[src/rtl/mtse_pkg.sv]
// Package: payload types, event codes and controller states of the slot event encoder.
package mtse_pkg;

   typedef struct packed {
      logic        operation;
      logic        first_of_request;
      logic        last_of_request;
      logic [31:0] now_seconds;
      logic [3:0]  display_id;
      logic signed [31:0] touch_id;
      logic [15:0] touch_x;
      logic [15:0] touch_y;
      logic [15:0] pressure;
      logic [15:0] axis_major;
      logic [15:0] axis_minor;
      logic        keep_alive;
   } req_type;

   typedef struct packed {
      logic [1:0]  event_type;
      logic [5:0]  event_code;
      logic signed [31:0] event_value;
      logic [3:0]  display_out;
      logic        last_of_item;
   } rsp_type;

   localparam logic [1:0] TYPE_SYN = 2'd0;
   localparam logic [1:0] TYPE_ABS = 2'd3;
   localparam logic [5:0] CODE_SLOT   = 6'h2f;
   localparam logic [5:0] CODE_MAJOR  = 6'h30;
   localparam logic [5:0] CODE_MINOR  = 6'h31;
   localparam logic [5:0] CODE_X      = 6'h35;
   localparam logic [5:0] CODE_Y      = 6'h36;
   localparam logic [5:0] CODE_TRACK  = 6'h39;
   localparam logic [5:0] CODE_PRESS  = 6'h3a;
   localparam logic [5:0] CODE_REPORT = 6'h00;
   localparam logic [15:0] AXIS_TOP   = 16'h7FFF;
   localparam logic [31:0] AXIS_MID   = 32'd16383;
   localparam logic [31:0] VALUE_RELEASE = 32'hFFFF_FFFF;

   localparam logic [0:0] REG_WIDTH  = 1'b0;
   localparam logic [0:0] REG_HEIGHT = 1'b1;

   typedef enum logic [3:0] {
      ST_IDLE, ST_SWEEP, ST_SWEEP_REL, ST_SEARCH, ST_DIV, ST_SLOT, ST_TRACK,
      ST_MAJOR, ST_MINOR, ST_PRESS, ST_X, ST_Y, ST_LIFT, ST_REPORT
   } state_type;

   // Commands from the controller to the datapath.
   typedef struct packed {
      logic       load;
      logic       scan_clear;
      logic       scan_step;
      logic       scan_find;
      logic       sweep_free;
      logic       div_start;
      logic       commit;
      logic       lift_free;
      logic       emit;
      logic [5:0] code;
      logic [1:0] evtype;
      logic [3:0] vsel;
      logic       last;
   } cmd_type;

   // Status from the datapath to the controller.
   typedef struct packed {
      logic expired;
      logic scan_done;
      logic found;
      logic known;
      logic sweep_final;
      logic div_done;
      logic empty;
      logic first;
      logic last;
      logic lifted;
      logic has_major;
      logic has_minor;
      logic out_busy;
   } sts_type;

   localparam logic [3:0] VSEL_SCAN    = 4'd0;
   localparam logic [3:0] VSEL_RELEASE = 4'd1;
   localparam logic [3:0] VSEL_SLOT    = 4'd2;
   localparam logic [3:0] VSEL_MAJOR   = 4'd3;
   localparam logic [3:0] VSEL_MINOR   = 4'd4;
   localparam logic [3:0] VSEL_PRESS   = 4'd5;
   localparam logic [3:0] VSEL_X       = 4'd6;
   localparam logic [3:0] VSEL_Y       = 4'd7;
   localparam logic [3:0] VSEL_ZERO    = 4'd8;

endpackage

[src/rtl/mtse_div.sv]
// Module: restoring divider for one axis, one quotient bit per cycle.
module mtse_div (
   input  logic        clock,
   input  logic        reset,
   input  logic        start,
   input  logic [15:0] value,
   input  logic [15:0] range,
   output logic [31:0] quotient,
   output logic        done
);

   logic [31:0] num_ff, num_in;
   logic [16:0] rem_ff, rem_in;
   logic [5:0]  cnt_ff, cnt_in;
   logic [15:0] den_ff, den_in;
   logic        zero_ff, zero_in;
   logic [17:0] trial;

   // Shift one numerator bit into the remainder and subtract when it fits.
   always_comb begin
      num_in  = num_ff;
      rem_in  = rem_ff;
      cnt_in  = cnt_ff;
      den_in  = den_ff;
      zero_in = zero_ff;
      trial   = {rem_ff, num_ff[31]} - {2'b00, den_ff};
      if (start) begin
         num_in  = 32'(value) * 32'(mtse_pkg::AXIS_TOP);
         rem_in  = '0;
         cnt_in  = 6'd32;
         den_in  = range;
         zero_in = (range == 16'd0);
      end else if (cnt_ff != 6'd0) begin
         cnt_in = cnt_ff - 6'd1;
         if (!trial[17]) begin
            rem_in = trial[16:0];
            num_in = {num_ff[30:0], 1'b1};
         end else begin
            rem_in = {rem_ff[15:0], num_ff[31]};
            num_in = {num_ff[30:0], 1'b0};
         end
      end
   end

   always_ff @(posedge clock) begin
      if (reset) begin
         cnt_ff <= '0;
      end else begin
         cnt_ff <= cnt_in;
      end
      num_ff  <= num_in;
      rem_ff  <= rem_in;
      den_ff  <= den_in;
      zero_ff <= zero_in;
   end

   assign done     = (cnt_ff == 6'd0) && !start;
   assign quotient = zero_ff ? mtse_pkg::AXIS_MID : num_ff;

endmodule

[src/rtl/mtse_datapath.sv]
// Module: slot table, item registers, axis dividers and output register.
module mtse_datapath #(
   parameter int SLOT_COUNT = 10,
   parameter int EXPIRE_SECONDS = 120,
   parameter int SW = (SLOT_COUNT > 1) ? $clog2(SLOT_COUNT) : 1
) (
   input  logic               clock,
   input  logic               reset,
   input  mtse_pkg::req_type  req_data,
   input  logic [15:0]        disp_width,
   input  logic [15:0]        disp_height,
   input  mtse_pkg::cmd_type  cmd,
   output mtse_pkg::sts_type  sts,
   output logic               rsp_valid,
   input  logic               rsp_ready,
   output mtse_pkg::rsp_type  rsp_data
);

   mtse_pkg::req_type item_ff;
   logic [SLOT_COUNT-1:0] used_ff;
   logic [31:0] owner_ff [SLOT_COUNT];
   logic [31:0] deadline_ff [SLOT_COUNT];
   logic [SLOT_COUNT-1:0] forever_ff;
   logic [SW:0] scan_ff;
   logic [SW-1:0] slot_ff;
   logic [SW-1:0] exp_last_ff;
   logic found_ff, known_ff;
   logic out_valid_ff;
   mtse_pkg::rsp_type out_ff;
   logic [SW-1:0] idx;
   logic hit_known, hit_free, expired;
   logic sweep_on, gone;
   logic [32:0] dl_sum;
   logic [31:0] dl;
   logic [31:0] qx, qy, value;
   logic dx, dy;

   assign idx = scan_ff[SW-1:0];
   assign expired = used_ff[idx] && !forever_ff[idx] && (deadline_ff[idx] < item_ff.now_seconds);
   // The search already treats slots that the sweep will release as free.
   assign sweep_on  = item_ff.first_of_request || item_ff.operation;
   assign gone      = sweep_on && expired;
   assign hit_known = used_ff[idx] && !gone && (owner_ff[idx] == item_ff.touch_id);
   assign hit_free  = !used_ff[idx] || gone;
   assign dl_sum = {1'b0, item_ff.now_seconds} + 33'(EXPIRE_SECONDS);
   assign dl = dl_sum[32] ? 32'hFFFF_FFFF : dl_sum[31:0];

   mtse_div u_div_x (.clock, .reset, .start(cmd.div_start), .value(item_ff.touch_x),
                     .range(disp_width), .quotient(qx), .done(dx));
   mtse_div u_div_y (.clock, .reset, .start(cmd.div_start), .value(item_ff.touch_y),
                     .range(disp_height), .quotient(qy), .done(dy));

   // Pick the event value.
   always_comb begin
      case (cmd.vsel)
         mtse_pkg::VSEL_SCAN:    value = 32'(idx);
         mtse_pkg::VSEL_RELEASE: value = mtse_pkg::VALUE_RELEASE;
         mtse_pkg::VSEL_SLOT:    value = 32'(slot_ff);
         mtse_pkg::VSEL_MAJOR:   value = 32'(item_ff.axis_major);
         mtse_pkg::VSEL_MINOR:   value = 32'(item_ff.axis_minor);
         mtse_pkg::VSEL_PRESS:   value = 32'(item_ff.pressure);
         mtse_pkg::VSEL_X:       value = qx;
         mtse_pkg::VSEL_Y:       value = qy;
         default:                value = 32'd0;
      endcase
   end

   // Slot table, scan pointer and search results.
   always_ff @(posedge clock) begin
      if (reset) begin
         used_ff  <= '0;
         scan_ff  <= '0;
         found_ff <= 1'b0;
         known_ff <= 1'b0;
      end else begin
         if (cmd.load) begin
            scan_ff  <= '0;
            found_ff <= 1'b0;
            known_ff <= 1'b0;
         end else if (cmd.scan_clear) begin
            scan_ff  <= '0;
         end else if (cmd.scan_step) begin
            scan_ff <= scan_ff + 1'b1;
            if (cmd.scan_find) begin
               if (gone) exp_last_ff <= idx;
               if (hit_known && !known_ff) begin
                  known_ff <= 1'b1;
                  found_ff <= 1'b1;
                  slot_ff  <= idx;
               end else if (hit_free && !found_ff) begin
                  found_ff <= 1'b1;
                  slot_ff  <= idx;
               end
            end
         end
         if (cmd.sweep_free) begin
            used_ff[idx] <= 1'b0;
         end
         if (cmd.commit) begin
            used_ff[slot_ff]     <= 1'b1;
            owner_ff[slot_ff]    <= item_ff.touch_id;
            deadline_ff[slot_ff] <= dl;
            forever_ff[slot_ff]  <= item_ff.keep_alive;
         end
         if (cmd.lift_free) begin
            used_ff[slot_ff] <= 1'b0;
         end
      end
      if (cmd.load) begin
         item_ff <= req_data;
      end
   end

   // Output register toward the result channel.
   always_ff @(posedge clock) begin
      if (reset) begin
         out_valid_ff <= 1'b0;
      end else if (cmd.emit) begin
         out_valid_ff <= 1'b1;
      end else if (rsp_ready) begin
         out_valid_ff <= 1'b0;
      end
      if (cmd.emit) begin
         out_ff <= '{event_type: cmd.evtype, event_code: cmd.code, event_value: value,
                     display_out: item_ff.display_id, last_of_item: cmd.last};
      end
   end

   assign rsp_valid = out_valid_ff;
   assign rsp_data  = out_ff;

   always_comb begin
      sts.expired     = expired;
      sts.scan_done   = (scan_ff == (SW+1)'(SLOT_COUNT));
      sts.found       = found_ff;
      sts.known       = known_ff;
      sts.sweep_final = (idx == exp_last_ff);
      sts.div_done    = dx && dy;
      sts.empty       = item_ff.operation;
      sts.first       = sweep_on;
      sts.last        = item_ff.last_of_request || item_ff.operation;
      sts.lifted      = (item_ff.pressure == 16'd0);
      sts.has_major   = (item_ff.axis_major != 16'd0);
      sts.has_minor   = (item_ff.axis_minor != 16'd0);
      sts.out_busy    = out_valid_ff && !rsp_ready;
   end

endmodule

[src/rtl/mtse_ctrl.sv]
// Module: controller that sequences search, sweep, division and event emission.
module mtse_ctrl (
   input  logic               clock,
   input  logic               reset,
   input  logic               req_valid,
   output logic               req_ready,
   input  mtse_pkg::sts_type  sts,
   output mtse_pkg::cmd_type  cmd
);

   mtse_pkg::state_type state_ff, state_in;
   logic act;
   logic contact_ok;
   logic last_contact;

   assign contact_ok = !sts.empty && sts.found && (sts.known || !sts.lifted);
   assign act = !sts.out_busy;
   assign last_contact = !sts.last;

   // Next state.
   always_comb begin
      state_in = state_ff;
      unique case (state_ff)
         mtse_pkg::ST_IDLE:
            if (req_valid) state_in = mtse_pkg::ST_SEARCH;
         mtse_pkg::ST_SEARCH:
            if (sts.scan_done) state_in = mtse_pkg::ST_SWEEP;
         mtse_pkg::ST_SWEEP:
            if (!sts.first || sts.scan_done) begin
               if (contact_ok) state_in = mtse_pkg::ST_DIV;
               else if (sts.last) state_in = mtse_pkg::ST_REPORT;
               else state_in = mtse_pkg::ST_IDLE;
            end else if (sts.expired && act) begin
               state_in = mtse_pkg::ST_SWEEP_REL;
            end
         mtse_pkg::ST_SWEEP_REL:
            if (act) state_in = mtse_pkg::ST_SWEEP;
         mtse_pkg::ST_DIV:
            state_in = mtse_pkg::ST_SLOT;
         mtse_pkg::ST_SLOT:
            if (act) state_in = sts.known ? mtse_pkg::ST_MAJOR : mtse_pkg::ST_TRACK;
         mtse_pkg::ST_TRACK:
            if (act) state_in = mtse_pkg::ST_MAJOR;
         mtse_pkg::ST_MAJOR:
            if (act || !sts.has_major) state_in = mtse_pkg::ST_MINOR;
         mtse_pkg::ST_MINOR:
            if (act || !sts.has_minor) state_in = mtse_pkg::ST_PRESS;
         mtse_pkg::ST_PRESS:
            if (act) state_in = mtse_pkg::ST_X;
         mtse_pkg::ST_X:
            if (act && sts.div_done) state_in = mtse_pkg::ST_Y;
         mtse_pkg::ST_Y:
            if (act) begin
               if (sts.lifted) state_in = mtse_pkg::ST_LIFT;
               else if (sts.last) state_in = mtse_pkg::ST_REPORT;
               else state_in = mtse_pkg::ST_IDLE;
            end
         mtse_pkg::ST_LIFT:
            if (act) state_in = sts.last ? mtse_pkg::ST_REPORT : mtse_pkg::ST_IDLE;
         mtse_pkg::ST_REPORT:
            if (act) state_in = mtse_pkg::ST_IDLE;
         default: state_in = mtse_pkg::ST_IDLE;
      endcase
   end

   // Outputs.
   always_comb begin
      cmd = '0;
      cmd.evtype = mtse_pkg::TYPE_ABS;
      req_ready = 1'b0;
      unique case (state_ff)
         mtse_pkg::ST_IDLE: begin
            req_ready = 1'b1;
            cmd.load = req_valid;
            cmd.scan_clear = 1'b1;
         end
         mtse_pkg::ST_SEARCH: begin
            cmd.scan_step = !sts.scan_done;
            cmd.scan_find = !sts.scan_done;
            cmd.scan_clear = sts.scan_done;
         end
         mtse_pkg::ST_SWEEP: begin
            if (!sts.first || sts.scan_done) begin
               cmd.scan_clear = 1'b1;
            end else if (sts.expired) begin
               cmd.emit = act;
               cmd.code = mtse_pkg::CODE_SLOT;
               cmd.vsel = mtse_pkg::VSEL_SCAN;
            end else begin
               cmd.scan_step = 1'b1;
            end
         end
         mtse_pkg::ST_SWEEP_REL: begin
            cmd.emit = act;
            cmd.sweep_free = act;
            cmd.scan_step = act;
            cmd.code = mtse_pkg::CODE_TRACK;
            cmd.vsel = mtse_pkg::VSEL_RELEASE;
            // The final release ends the item when no contact event or report follows.
            cmd.last = act && sts.sweep_final && !contact_ok && !sts.last;
         end
         mtse_pkg::ST_DIV: begin
            cmd.div_start = 1'b1;
            cmd.commit = 1'b1;
         end
         mtse_pkg::ST_SLOT: begin
            cmd.emit = act;
            cmd.code = mtse_pkg::CODE_SLOT;
            cmd.vsel = mtse_pkg::VSEL_SLOT;
         end
         mtse_pkg::ST_TRACK: begin
            cmd.emit = act;
            cmd.code = mtse_pkg::CODE_TRACK;
            cmd.vsel = mtse_pkg::VSEL_SLOT;
         end
         mtse_pkg::ST_MAJOR: begin
            cmd.emit = act && sts.has_major;
            cmd.code = mtse_pkg::CODE_MAJOR;
            cmd.vsel = mtse_pkg::VSEL_MAJOR;
         end
         mtse_pkg::ST_MINOR: begin
            cmd.emit = act && sts.has_minor;
            cmd.code = mtse_pkg::CODE_MINOR;
            cmd.vsel = mtse_pkg::VSEL_MINOR;
         end
         mtse_pkg::ST_PRESS: begin
            cmd.emit = act;
            cmd.code = mtse_pkg::CODE_PRESS;
            cmd.vsel = mtse_pkg::VSEL_PRESS;
         end
         mtse_pkg::ST_X: begin
            cmd.emit = act && sts.div_done;
            cmd.code = mtse_pkg::CODE_X;
            cmd.vsel = mtse_pkg::VSEL_X;
         end
         mtse_pkg::ST_Y: begin
            cmd.emit = act;
            cmd.code = mtse_pkg::CODE_Y;
            cmd.vsel = mtse_pkg::VSEL_Y;
            cmd.last = !sts.lifted && last_contact;
         end
         mtse_pkg::ST_LIFT: begin
            cmd.emit = act;
            cmd.lift_free = act;
            cmd.code = mtse_pkg::CODE_TRACK;
            cmd.vsel = mtse_pkg::VSEL_RELEASE;
            cmd.last = last_contact;
         end
         mtse_pkg::ST_REPORT: begin
            cmd.emit = act;
            cmd.evtype = mtse_pkg::TYPE_SYN;
            cmd.code = mtse_pkg::CODE_REPORT;
            cmd.vsel = mtse_pkg::VSEL_ZERO;
            cmd.last = 1'b1;
         end
         default: cmd = '0;
      endcase
   end

   always_ff @(posedge clock) begin
      if (reset) begin
         state_ff <= mtse_pkg::ST_IDLE;
      end else begin
         state_ff <= state_in;
      end
   end

endmodule

[src/rtl/multitouch_slot_event_encoder.sv]
// Top level: multitouch protocol-B slot event encoder with configuration port.
// One item is taken at a time and turned into up to 2*SLOT_COUNT + 8 event transfers.
// After the item is taken, the slot search steps through every slot and already counts
// the slots that the expiry sweep will release as free; on the first item of a request
// the sweep then steps through every slot again and emits a slot and a release event for
// each expired slot, otherwise it passes straight on. A contact then starts the X and Y
// scaling dividers, one quotient bit a cycle, which run overlapped with the slot,
// tracking, axis and pressure events; X, once the dividers are done, Y and the release or
// report follow one a cycle while the receiver takes each result at once. The result
// register lets the last event wait while the next item is taken.
module multitouch_slot_event_encoder #(
   parameter int SLOT_COUNT = 10,
   parameter int EXPIRE_SECONDS = 120
) (
   input  logic              clock,
   input  logic              reset,
   input  logic              req_valid,
   output logic              req_ready,
   input  mtse_pkg::req_type req_data,
   output logic              rsp_valid,
   input  logic              rsp_ready,
   output mtse_pkg::rsp_type rsp_data,
   input  logic              psel,
   input  logic              penable,
   input  logic              pwrite,
   input  logic [2:2]        paddr,
   input  logic [31:0]       pwdata,
   output logic [31:0]       prdata,
   output logic              pready
);

   logic [15:0] width_ff, height_ff;
   mtse_pkg::cmd_type cmd;
   mtse_pkg::sts_type sts;

   // Configuration registers.
   always_ff @(posedge clock) begin
      if (reset) begin
         width_ff  <= '0;
         height_ff <= '0;
      end else if (psel && penable && pwrite) begin
         if (paddr == mtse_pkg::REG_WIDTH) width_ff <= pwdata[15:0];
         else height_ff <= pwdata[15:0];
      end
   end

   assign pready = 1'b1;
   assign prdata = (paddr == mtse_pkg::REG_WIDTH) ? 32'(width_ff) : 32'(height_ff);

   mtse_ctrl u_ctrl (.clock, .reset, .req_valid, .req_ready, .sts, .cmd);

   mtse_datapath #(.SLOT_COUNT(SLOT_COUNT), .EXPIRE_SECONDS(EXPIRE_SECONDS)) u_dp (
      .clock, .reset, .req_data, .disp_width(width_ff), .disp_height(height_ff),
      .cmd, .sts, .rsp_valid, .rsp_ready, .rsp_data);

   // A new result is only loaded when the output register is free.
   a_no_overwrite: assert property (@(posedge clock) disable iff (reset)
      cmd.emit |-> !(rsp_valid && !rsp_ready)) else $error("result overwritten");

   // No item is taken while a contact is being processed.
   a_one_item: assert property (@(posedge clock) disable iff (reset)
      (req_valid && req_ready) |=> !req_ready) else $error("item taken while busy");

endmodule
[config.mk]
export PLATFORM = sky130hd
export DESIGN_NAME = multitouch_slot_event_encoder
export DESIGN_NICKNAME = d
export VERILOG_FILES = /design/src/rtl/mtse_pkg.sv /design/src/rtl/mtse_div.sv /design/src/rtl/mtse_datapath.sv /design/src/rtl/mtse_ctrl.sv /design/src/rtl/multitouch_slot_event_encoder.sv
export SDC_FILE = /design/constraint.sdc
export NUM_CORES = 2
export LEC_CHECK = 0
export ABC_AREA = 1
export BUFFER_PORTS_ARGS = -buffer_cell sky130_fd_sc_hd__buf_2
export CAP_MARGIN = 5
export CORE_ASPECT_RATIO = 0.9
export CORE_MARGIN = 5
export CORE_UTILIZATION = 45
export CTS_BUF_LIST = sky130_fd_sc_hd__clkbuf_2
export CTS_CLUSTER_DIAMETER = 80
export CTS_CLUSTER_SIZE = 12
export DETAILED_ROUTE_END_ITERATION = 6
export PLACE_DENSITY = 0.69
export SLEW_MARGIN = 20
export SYNTH_ARGS = -nofsm -noshare
export SYNTH_HDL_FRONTEND = slang
export SYNTH_SLANG_ARGS = --single-unit
[constraint.sdc]
create_clock -name clock -period 10.5 [get_ports clock]
set_input_delay 2.625 -clock clock [delete_from_list [all_inputs] [get_ports clock]]
set_output_delay 2.625 -clock clock [all_outputs]
set_load 0.05 [all_outputs]
# After elaboration in Yosys (flattened, before gate mapping)
# Memory sizes are Yosys's and may differ from the RTL's. A register that Yosys moved wholly into a read port is not among the register bits.
# Index checks and enable logic that the tools add are counted.
# word_totals
ff_bits	413
mem_bits_rw	640
out_inout_bits	80
wordCells	260
memories	2
# memory_table
memory	depth	width	read_ports	rd_ports_with_merged_regs	wr	line	source
u_dp.deadline_ff	10	32	1	1	1	mtse_datapath.sv:22	logic [31:0] deadline_ff [SLOT_COUNT];
u_dp.owner_ff	10	32	1	1	1	mtse_datapath.sv:21	logic [31:0] owner_ff [SLOT_COUNT];
# classes
addsub	6
n_mul	2
order_cmp	5
eq_ne	36
muxes	80
bitwise	9
n_reduce_logical	78
# ops
op	count
case mux 32 bit (8 select lines)	1
2-to-1 mux 31 bit	4
2-to-1 mux 32 bit	3
2-to-1 mux 4 bit	23
case mux 7 bit (9 select lines)	1
multiplier 16 x 15 -> 31 bit (second input constant)	2
case mux 4 bit (14 select lines)	1
2-to-1 mux 10 bit	5
zero test 16 bit	3
subtractor 18 x 16 -> 18 bit	2
2-to-1 mux 17 bit	2
adder 32 x 7 -> 33 bit (second input constant)	1
== test 32 bit	1
== test 4 x 3 -> 1 bit (second input constant)	8
< comparator 32 bit	1
case mux 4 bit (8 select lines)	1
nonzero test 16 bit	2
logical AND 1 bit	25
== test 4 bit (second input constant)	6
2-to-1 mux 6 bit	4
2-to-1 mux 1 bit	22
bitwise AND 10 bit	2
NOT 10 bit	2
== test 4 x 2 -> 1 bit (second input constant)	4
33 further kinds	90

# Longest topological paths before layout
# logic_depth
depth_word	13
ltp_mapped	28
depth_no_buf	28

# Cells and area by module
# From an unflattened synthesis, not the netlist that was laid out.
# unflattened
hier_cells	5793
hier_area_um2	57934.3
# modules_own_cells
mod	instances	cells_each	area_per_inst_um2
mtse_datapath	1	2885	35905.7
mtse_div at u_dp.u_div_y	1	1255	9770.6
mtse_div at u_dp.u_div_x	1	1230	9666.8
multitouch_slot_event_encoder	1	266	1779.2
mtse_ctrl	1	157	812.0

# Worst setup path after synthesis
# No wires, ideal clock.
# synth_timing
path_kind	input-to-reg
from	input req_valid
to	register u_dp.item_ff[0] in the netlist's numbering (enable)
setup_ns	0.666
arrival_ns	8.928
t_required_ns	9.834
setup_slack_ns	0.906
path_stages	2
path_cell_list	inv_1 nor2_1
# synth_rtl
element	line	source
start, declared	multitouch_slot_event_encoder.sv:17	input logic req_valid,
end signal, assigned	mtse_datapath.sv:110	item_ff <= req_data;
end, declared	mtse_datapath.sv:19	mtse_pkg::req_type item_ff;

# Worst setup path after layout
# layout_timing
from	input paddr
to	output prdata[5]
# layout_via
elab_chain_cells	1
# layout_rtl
element	line	source
start, declared	multitouch_slot_event_encoder.sv:26	input logic [2:2] paddr,
2-to-1 mux 16 bit	multitouch_slot_event_encoder.sv:48	assign prdata = (paddr == mtse_pkg::REG_WIDTH) ? 32'(width_ff) : 32'(height_ff);
end, declared	multitouch_slot_event_encoder.sv:28	output logic [31:0] prdata,
# Every way passes these cells.

==> impl_metrics.env <==
export IMPL_final_common_cell="edfxtp_1"
export IMPL_drcViolationCount=0
export IMPL_setup_viol=0
export IMPL_finalHoldViolCount=0
export IMPL_synth_area_leader_cell="edfxtp_1"
export IMPL_drive_gt1_share_pct=9.89
export IMPL_synth_area_top_cells="edfxtp_1 52%, fa_1 7.6%, ha_1 5.8%"
export IMPL_fmax_mhz=152
export IMPL_antenna_found_initial=6
export IMPL_start_kind="input pin"
export IMPL_wirelength_microns=141000
export IMPL_core_sq_mm=0.121
export IMPL_status="finished clean"
export IMPL_nets=5883
export IMPL_crit_slowest_cell="clkinv_1"
export IMPL_synth_edff_count=950
export IMPL_vias=37600
export IMPL_synth_top_cell_area_share_pct=52.3
export IMPL_numClockSinks=1056
export IMPL_synth_cell_type_count=59
export IMPL_min_period_ns=6.56
export IMPL_portBuffers=238
export IMPL_skew_ns=0.105
export IMPL_maxCapViolCount=0
export IMPL_worstPathArrival_ns=3.94
export IMPL_syn_area_sq_mm=0.0546
export IMPL_max_stage_delay_ns=0.50
export IMPL_cts_setup_buffers=0
export IMPL_overflow=0
export IMPL_cts_hold_buffers=0
export IMPL_rsz0062_at_grt="no"
export IMPL_crit_path_cell_trace="buf_2, clkinv_1, nand2_1, nand2_1, buf_2"
export IMPL_clk_insertion_delay_late_ns=1.48
export IMPL_crit_fanout=18
export IMPL_drt_wirelength_per_cell_microns=20.5
export IMPL_reg2reg_slack_ns=4.23
export IMPL_clkTransAtPathRegs_ns=0.22
export IMPL_hp_class="flip-flop to flip-flop"
export IMPL_die_area_sq_mm=0.128
export IMPL_cp_data_required_time_ns=7.88
export IMPL_netlist_instances=5032
export IMPL_grt_max_degree=221
export IMPL_ant_nets=0
export IMPL_final_cell_mix="950 x edfxtp_1, 687 x nor2_1, 562 x inv_1"
export IMPL_synth_seq_cells=1056
export IMPL_crit_path_end_kind="output port"
export IMPL_synth_ff_type="edfxtp_1"
export IMPL_area_growth_pct=6.56
export IMPL_synth_avg_cell_area_sq_um=10.8
export IMPL_post_route_worst_setup_slack_ns=3.94
export IMPL_initial_core_util_pct=45.2
export IMPL_async_reset_ff_share_pct=0
export IMPL_grt_use_total_pct=21.7
export IMPL_worst_pin_slew_ns=1.21
export IMPL_cts_tree="yes"
export IMPL_grt_pass1_vias=36400
export IMPL_ios=272
export IMPL_rows=121
export IMPL_slew_headroom_pct=19.2
export IMPL_setup_tns_ns=0
export IMPL_gp_congestion=0.937
export IMPL_clk_path_buf_depth=3
export IMPL_ctsHtreeMaxLevel=3
export IMPL_whs_ns=0.453
export IMPL_drt_initial_drc_count=3873
export IMPL_slew_violations=0
export IMPL_dr_pass1_iters=6
export IMPL_dp_hpwl_microns=93500
export IMPL_cts_resized_gates=0
export IMPL_critPathKind="input pin to output port"
export IMPL_yosysSeqAreaShare_pct=56.2
export IMPL_fin_crit_sh_pct=62.5
export IMPL_cts_root_buf="clkbuf_2"
export IMPL_dp_slack_ns=3.95
export IMPL_grt_pass1_wl_microns=214000
export IMPL_cts_buffers=99
export IMPL_avgViaCountPerCell=5.45
export IMPL_die_y_microns=340
export IMPL_die_x_microns=377
export IMPL_yosysWarnings=0
[final timing paths]
| path | startpoint | endpoint | cells after the start |
|---|---|---|---|
| worst max-delay path | paddr | prdata[5] | 5 |
| worst max register to register | u_dp.item_ff[49] | u_dp.u_div_y.num_ff[29] | 23 |
| worst min register to register | u_dp.item_ff[113] | u_dp.rsp_data[1] | 0 |
| worst min-delay path | u_dp.item_ff[113] | u_dp.rsp_data[1] | 0 |
[critical path: cells and delay by family]
| family | cells | cell delay, ns |
|---|---|---|
| buffers and inverters | 3 | 1.03 |
| AND/OR/NAND/NOR | 2 | 0.28 |
[sequential cells by signal, indices dropped and copies added, names as in the netlist, 17 cells and up, named ones only]
register	count
u_dp.deadline_ff	320
u_dp.rsp_data	44
u_dp.u_div_y.rem_ff	17
u_dp.u_div_y.num_ff	32
u_dp.u_div_x.rem_ff	17
u_dp.item_ff	151
u_dp.owner_ff	320
u_dp.u_div_x.num_ff	32
[routing by layer]
layer | routed length (microns) | track usage (%)
met1 | 60500 | 30.2
met2 | 65300 | 34.6
met3 | 12400 | 5.13
met4 | 3040 | 5.06
met5 | 13 | 0
[per-stage QoR]
| stage | utilization, % | instance area, sq um | cells |
|---|---|---|---|
| 3_3_place_gp | 47.5 | 57300 | 6730 |
| 2_1_floorplan | - | 54600 | 5047 |
| 6_report | 48.2 | 58200 | 6898 |
| 4_1_cts | 48.2 | 58100 | 6888 |
| 5_1_grt | 48.2 | 58200 | 6896 |
| 3_5_place_dp | 47.5 | 57300 | 6730 |
[layout make-up]
class,count,area [sq um]
Antenna cell,10,25.0
Clock buffer,150,751
Clock inverter,8,58.8
Fill cell,10900,62500
Inverter,574,2170
Multi-Input combinational cell,3214,20900
Sequential cell,1056,30700
Tap cell,1599,2000
Timing Repair Buffer,287,1570
[kinds of logic (layout without fill, tap and decap cells)]
group | count (synthesis) | after routing | synth area share (%)
buffers and inverters | 777 | 1019 | 5.76
other | 2 | 27 | 0.0138
flip-flops | 1056 | 1056 | 56.2
XOR/XNOR | 105 | 105 | 1.72
AO/OA/AOI/OAI | 983 | 983 | 10.4
adder cells (fa/ha/maj) | 459 | 459 | 13.4
AND/OR/NAND/NOR | 1650 | 1650 | 12.6
[synth_stat cells, types with 4 or more instances]
library cell,count
edfxtp_1,950
nor2_1,691
inv_1,565
nand2_1,559
o21ai_0,511
ha_1,253
nand3_1,247
fa_1,206
a21oi_1,156
clkbuf_1,111
dfxtp_1,106
o211ai_1,73
xor2_1,62
o221ai_1,50
o21ai_1,48
xnor2_1,42
buf_2,39
nor3_1,37
nand4_1,32
nor4_1,31
or2_2,28
o22ai_1,27
buf_4,23
a21o_1,18
a31oi_1,18
buf_1,18
a221oi_1,17
o21bai_1,17
buf_6,12
a221o_1,8
o2111ai_1,8
inv_2,7
nor2_2,6
a22oi_1,5
nand3b_1,5
o21a_1,5
a211oi_1,4
a21boi_0,4
o21ai_2,4
Power is left out: the tool's default activity adds up to more than one toggle a clock period on the data nets, which glitch-free logic cannot reach.
